## config.mk

```make
export PLATFORM = sky130hd
export DESIGN_NAME = sab_div
export DESIGN_NICKNAME = d
export VERILOG_FILES = /design/src/sv/segment_aabb_intersect_top_macros.svh /design/src/sv/sab_pkg.sv /design/src/sv/sab_div.sv
export SDC_FILE = /design/constraint.sdc
export NUM_CORES = 2
export LEC_CHECK = 0
export BUFFER_PORTS_ARGS = -buffer_cell sky130_fd_sc_hd__clkbuf_2
export CAP_MARGIN = 15
export CORE_MARGIN = 2
export CORE_UTILIZATION = 50
export CTS_BUF_LIST = sky130_fd_sc_hd__clkbuf_2
export DETAILED_ROUTE_END_ITERATION = 16
export PLACE_DENSITY = 0.73
export SYNTH_ARGS = -nofsm -noshare
export SYNTH_HDL_FRONTEND = slang
export SYNTH_SLANG_ARGS = --single-unit
```

## constraint.sdc

```tcl
create_clock -name clk -period 6.2 [get_ports clk]
set_input_delay 0.31 -clock clk [delete_from_list [all_inputs] [get_ports clk]]
set_output_delay 0.31 -clock clk [all_outputs]
set_load 0.01 [all_outputs]
```

## src/sv/segment_aabb_intersect_top_macros.svh

```systemverilog
// ----------------------------------------------------------------------------
// Assertion macros for the segment / box intersection block
// Implication checks that compile to nothing in synthesis.
// ----------------------------------------------------------------------------
`ifndef SEGMENT_AABB_INTERSECT_TOP_MACROS_SVH
`define SEGMENT_AABB_INTERSECT_TOP_MACROS_SVH

`ifndef SYNTHESIS
// same-cycle implication
`define SAB_ASSERT_IMPL(label, clk, rst_n, ante, cons) \
    label: assert property (@(posedge clk) disable iff (!rst_n) (ante) |-> (cons)) \
        else $error("assertion failed");
// next-cycle implication
`define SAB_ASSERT_NEXT(label, clk, rst_n, ante, cons) \
    label: assert property (@(posedge clk) disable iff (!rst_n) (ante) |=> (cons)) \
        else $error("assertion failed");
`else
`define SAB_ASSERT_IMPL(label, clk, rst_n, ante, cons)
`define SAB_ASSERT_NEXT(label, clk, rst_n, ante, cons)
`endif

`endif

```

## src/sv/sab_pkg.sv

```systemverilog
// ----------------------------------------------------------------------------
// sab_pkg
// Widths, types and defaults shared by the segment / box intersection block.
// ----------------------------------------------------------------------------
package sab_pkg;

    localparam int COORD_W   = 24;  // Q16.8 coordinate
    localparam int DIFF_W    = 25;  // difference of two coordinates
    localparam int FRAC_W    = 24;  // crossing fraction bits
    localparam int PROD_W    = DIFF_W + FRAC_W + 1;
    localparam int QUO_W     = PROD_W - FRAC_W;
    localparam int CROSS_W   = COORD_W + 3;
    localparam int NUM_AXES  = 3;
    localparam int NUM_FACES = 6;
    localparam int DIV_BPS   = 2;   // quotient bits per divider stage

    typedef logic signed [COORD_W-1:0] coord_t;
    typedef logic signed [DIFF_W-1:0]  diff_t;
    typedef logic [COORD_W-1:0]        mag_t;
    typedef logic [FRAC_W-1:0]         frac_t;

    // item context carried down the pipe
    typedef struct packed {
        coord_t [NUM_AXES-1:0]  s;
        diff_t  [NUM_AXES-1:0]  d;
        coord_t [NUM_AXES-1:0]  bmin;
        coord_t [NUM_AXES-1:0]  bmax;
        logic                   rej;
        logic                   ins;
        logic [NUM_FACES-1:0]   strad;
    } item_t;

endpackage

```

## src/sv/sab_div.sv

```systemverilog
// ----------------------------------------------------------------------------
// sab_div
// Pipelined restoring divider for num * 2^QW / den with num < den.
// ----------------------------------------------------------------------------
module sab_div #(
    parameter int DW  = sab_pkg::COORD_W,
    parameter int QW  = sab_pkg::FRAC_W,
    parameter int BPS = sab_pkg::DIV_BPS
) (
    input  logic          clk,
    input  logic          en,
    input  logic [DW-1:0] num,
    input  logic [DW-1:0] den,
    output logic [QW-1:0] quo
);

    localparam int NST = QW / BPS;

    logic [DW-1:0] rem_reg  [NST];
    logic [DW-1:0] den_reg  [NST];
    logic [QW-1:0] quo_reg  [NST];
    logic [DW-1:0] rem_next [NST];
    logic [QW-1:0] quo_next [NST];

    // BPS shift-subtract steps per stage
    always_comb
    begin
        logic [DW:0]   r;
        logic [DW:0]   dd;
        logic [QW-1:0] q;
        for (int i = 0; i < NST; i++)
        begin
            r  = {1'b0, (i == 0) ? num : rem_reg[(i == 0) ? 0 : i - 1]};
            dd = {1'b0, (i == 0) ? den : den_reg[(i == 0) ? 0 : i - 1]};
            q  = (i == 0) ? '0 : quo_reg[(i == 0) ? 0 : i - 1];
            for (int j = 0; j < BPS; j++)
            begin
                r = {r[DW-1:0], 1'b0};
                if (r >= dd)
                begin
                    r = r - dd;
                    q = {q[QW-2:0], 1'b1};
                end
                else
                begin
                    q = {q[QW-2:0], 1'b0};
                end
            end
            rem_next[i] = r[DW-1:0];
            quo_next[i] = q;
        end
    end

    always_ff @(posedge clk)
    begin
        if (en)
        begin
            for (int i = 0; i < NST; i++)
            begin
                rem_reg[i] <= rem_next[i];
                den_reg[i] <= (i == 0) ? den : den_reg[(i == 0) ? 0 : i - 1];
                quo_reg[i] <= quo_next[i];
            end
        end
    end

    assign quo = quo_reg[NST-1];

endmodule

```

==> impl_metrics.py <==
metrics = {
    "status": {
        "status": "complete, but fails checks",
        "violations": "setup timing",
    },
    "critical_path": {
        "rr_endpoint": "rem_reg[5][11]",
        "setup.worst_path.start_class": "input port",
        "timing.critical_path.buf_inv": 8,
        "endpoint_kind": "flip-flop",
        "crit_path_frequent_cell": "dlygate4sd3_1",
        "worstPathRequired_ps": 7390,
        "slowest_stage": "dlygate4sd3_1",
        "critPathMaxStageDelay_ps": 590,
        "timing.rr.start": "rem_reg[4][0]",
        "crit_end": "rem_reg[0][1]",
        "crit_family": "buffers and inverters",
        "crit_path_start": "den[6]",
        "critPathMaxFanout": 12,
        "r2r_slack_ps": 140,
        "crit_type": "in -> reg",
        "reg2reg_depth": 21,
        "arrival_ps": 7400,
        "cp.depth": 28,
    },
    "global_routing": {
        "antenna_found_initial": 4,
        "grt_max_degree": 150,
        "grt_use_total": 0.239,
        "grt_pass1_vias": 41285,
        "grt_pass1_wl_mm": 214,
        "grt_overflow": 0,
    },
    "place": {
        "port_buffers": 73,
        "placed_cells": 6835,
        "gp_congestion": 0.933,
        "placed_cell_area_mm2": 0.0563,
        "dp_hpwl_mm": 103,
        "pre_cts_ws_ps": -83.8,
    },
    "cts": {
        "cts-root-buf": "clkbuf_2",
        "cts.sinks": 684,
        "cts.clk_slew.worst_paths_ps": 90,
        "clockBufferDepth": 3,
        "cts_tree": "yes",
        "clkLatencyLatePin_ps": 1470,
        "cts_inserted_buffers": 185,
        "h-tree-depth": 4,
    },
    "sta": {
        "hold_viol_final": 0,
        "fin_ws_ps": -6.58,
        "slew_violations": 0,
        "fin_skew_ps": 117,
        "hold_slack_ps": 217,
        "slew_headroom": 0.353,
        "setup_viol": 1,
        "fmax_mhz": 161,
        "fin_crit_sh": 1.00,
        "period_needed_ps": 6210,
        "tightest_slew_ps": 971,
    },
    "logic_synthesis": {
        "syn_inst": 5378,
        "synth_top_cell_area_share": 0.382,
        "synthArstFlopShare": 0,
        "synth_top_area_cell": "edfxtp_1",
        "avgSynthCellArea_um2": 10.0,
        "synthFlopType": "edfxtp_1",
        "synthTopCellsByArea": "edfxtp_1 38%, ha_1 13%, mux2_2 5.3%",
        "syn_nets": 6004,
        "yosys_warnings": 0,
        "syn_area_mm2": 0.0538,
        "synth_cell_type_count": 101,
        "ys_seq_elements": 684,
        "ys_seq_area_frac": 0.382,
        "synth_edf_count": 684,
    },
    "floorplanning": {
        "dieArea_mm2": 0.110,
        "initial_core_util": 0.503,
        "rows": 120,
        "coreArea_mm2": 0.107,
        "die_w_um": 332,
        "io_pins": 74,
        "die_h_um": 332,
    },
    "layout": {
        "seq_area_mm2": 0.0205,
        "layout-area-overhead-vs-synth_pct": 11.2,
        "multiInputGateArea_mm2": 0.0315,
        "drive_gt1_frac": 0.141,
        "fin_nets": 6397,
        "fill_cells": 9324,
        "final_cell_area_mm2": 0.0598,
        "finalNonFillerCells": 7315,
    },
    "drt": {
        "drc": 0,
        "wl_per_cell_um": 18.6,
        "vias": 42743,
        "drt_iter0_markers": 3291,
        "finalWirelength_mm": 136,
        "firstDrtPassIters": 6,
        "drtAntennaViolNets": 0,
        "via_per_inst": 5.84,
    },
    "min_path": {
        "hp-class": "in -> reg",
    },
    "run": {
        "maxCapViolations": 0,
    },
}
## cell type report
cell class | count | area share
diodes | 4 | 0.000167
clock buffers | 251 | 0.0210
multi-input cells | 4153 | 0.526
inverters | 439 | 0.0275
flip-flops and latches | 684 | 0.343
repair buffers | 308 | 0.0448
clock inverters | 73 | 0.00795
well taps | 1403 | 0.0293
## cells by family (layout without fill, tap and decap cells)
logic type	after synthesis	count (layout)	share of synthesized area
xor+xnor	445	445	0.0725
buf+inv	542	1071	0.0390
fa+ha+maj	576	576	0.136
mux	368	368	0.0778
other cells	0	4	0
compound gates	1521	1522	0.183
simple gates	1242	1242	0.111
flops	684	684	0.382
## worst register-to-register path, stage by stage (launching register included)
cell      delay (ps)
edfxtp_1         440
ha_1             360
nor2b_1          160
o31a_1           280
o311ai_2         370
a31oi_1          220
a211o_1          350
a211oi_4         340
nor2_4           170
mux2_2           320
ha_1             340
or4_1            510
o21ai_0          110
a2111o_1         180
a21oi_1           80
o21ai_0          310
a21boi_0         190
o21ai_1          270
nand2_1           90
a21o_1           190
buf_12           170
mux2_1           360
## layer usage
layer  GRT usage  up-vias  share of wire
li1            -    20929              -
met1       0.316    20199           0.44
met2       0.396     1349           0.47
met3      0.0395      266          0.059
met4      0.0881        0          0.030
met5           0        -              0
## synthesized netlist by cell type, types with 27 or more instances
master	number
mux2_1	77
a31oi_1	56
mux2_2	252
xor2_1	140
xnor2_1	305
and2_1	32
nand2b_1	57
nor3_1	89
o21a_1	92
ha_1	564
edfxtp_1	684
o211ai_1	27
nand2_1	290
a21oi_1	472
and3_1	35
nand3_1	101
buf_2	32
inv_1	438
nor2_1	388
clkbuf_1	60
o21ai_0	271
a21o_1	214
nand4_1	57
nor2b_1	68
o21bai_1	56
a211oi_1	44
o31ai_1	28
## worst min path at each step
stage	start	to	slack, ps	cells after the start
floorplan	quo_reg[0][0]	quo_reg[0][26]	400	0
global placement	quo_reg[2][1]	quo_reg[2][27]	400	0
detailed placement	quo_reg[1][0]	quo_reg[1][26]	400	0
CTS	den[15]	den_reg[0][15]	4	3
global route	den[15]	den_reg[0][15]	120	3
finish	den[15]	den_reg[0][15]	220	3
## metrics by stage
step / setup TNS [ps] / utilization
2_1_floorplan: 0 / -
3_3_place_gp: -0.920 / 0.527
3_5_place_dp: -156 / 0.527
4_1_cts: 0 / 0.556
5_1_grt: -922 / 0.560
6_report: -6.58 / 0.560
## cell usage in the layout (no fill, tap or decap), types with 213 or more instances in the layout
master,n
inv_1,438
nand2_1,290
nor2_1,386
a21o_1,213
clkbuf_2,323
o21ai_0,269
mux2_2,252
a21oi_1,466
ha_1,563
edfxtp_1,684
xnor2_1,305
## timing repair
item | 4_1_cts | 5_1_grt
setup endpoints to repair | 21 | 229
cloned | 0 | 2
buffers inserted | 0 | 15
resized for setup | 4 | 56
hold buffers | 136 | 0
pin swaps | 1 | 13
endpoints found under the hold margin | 734 | 0
Power is left out: the tool's default activity adds up to more than one toggle a clock period on the data nets, which glitch-free logic cannot reach.
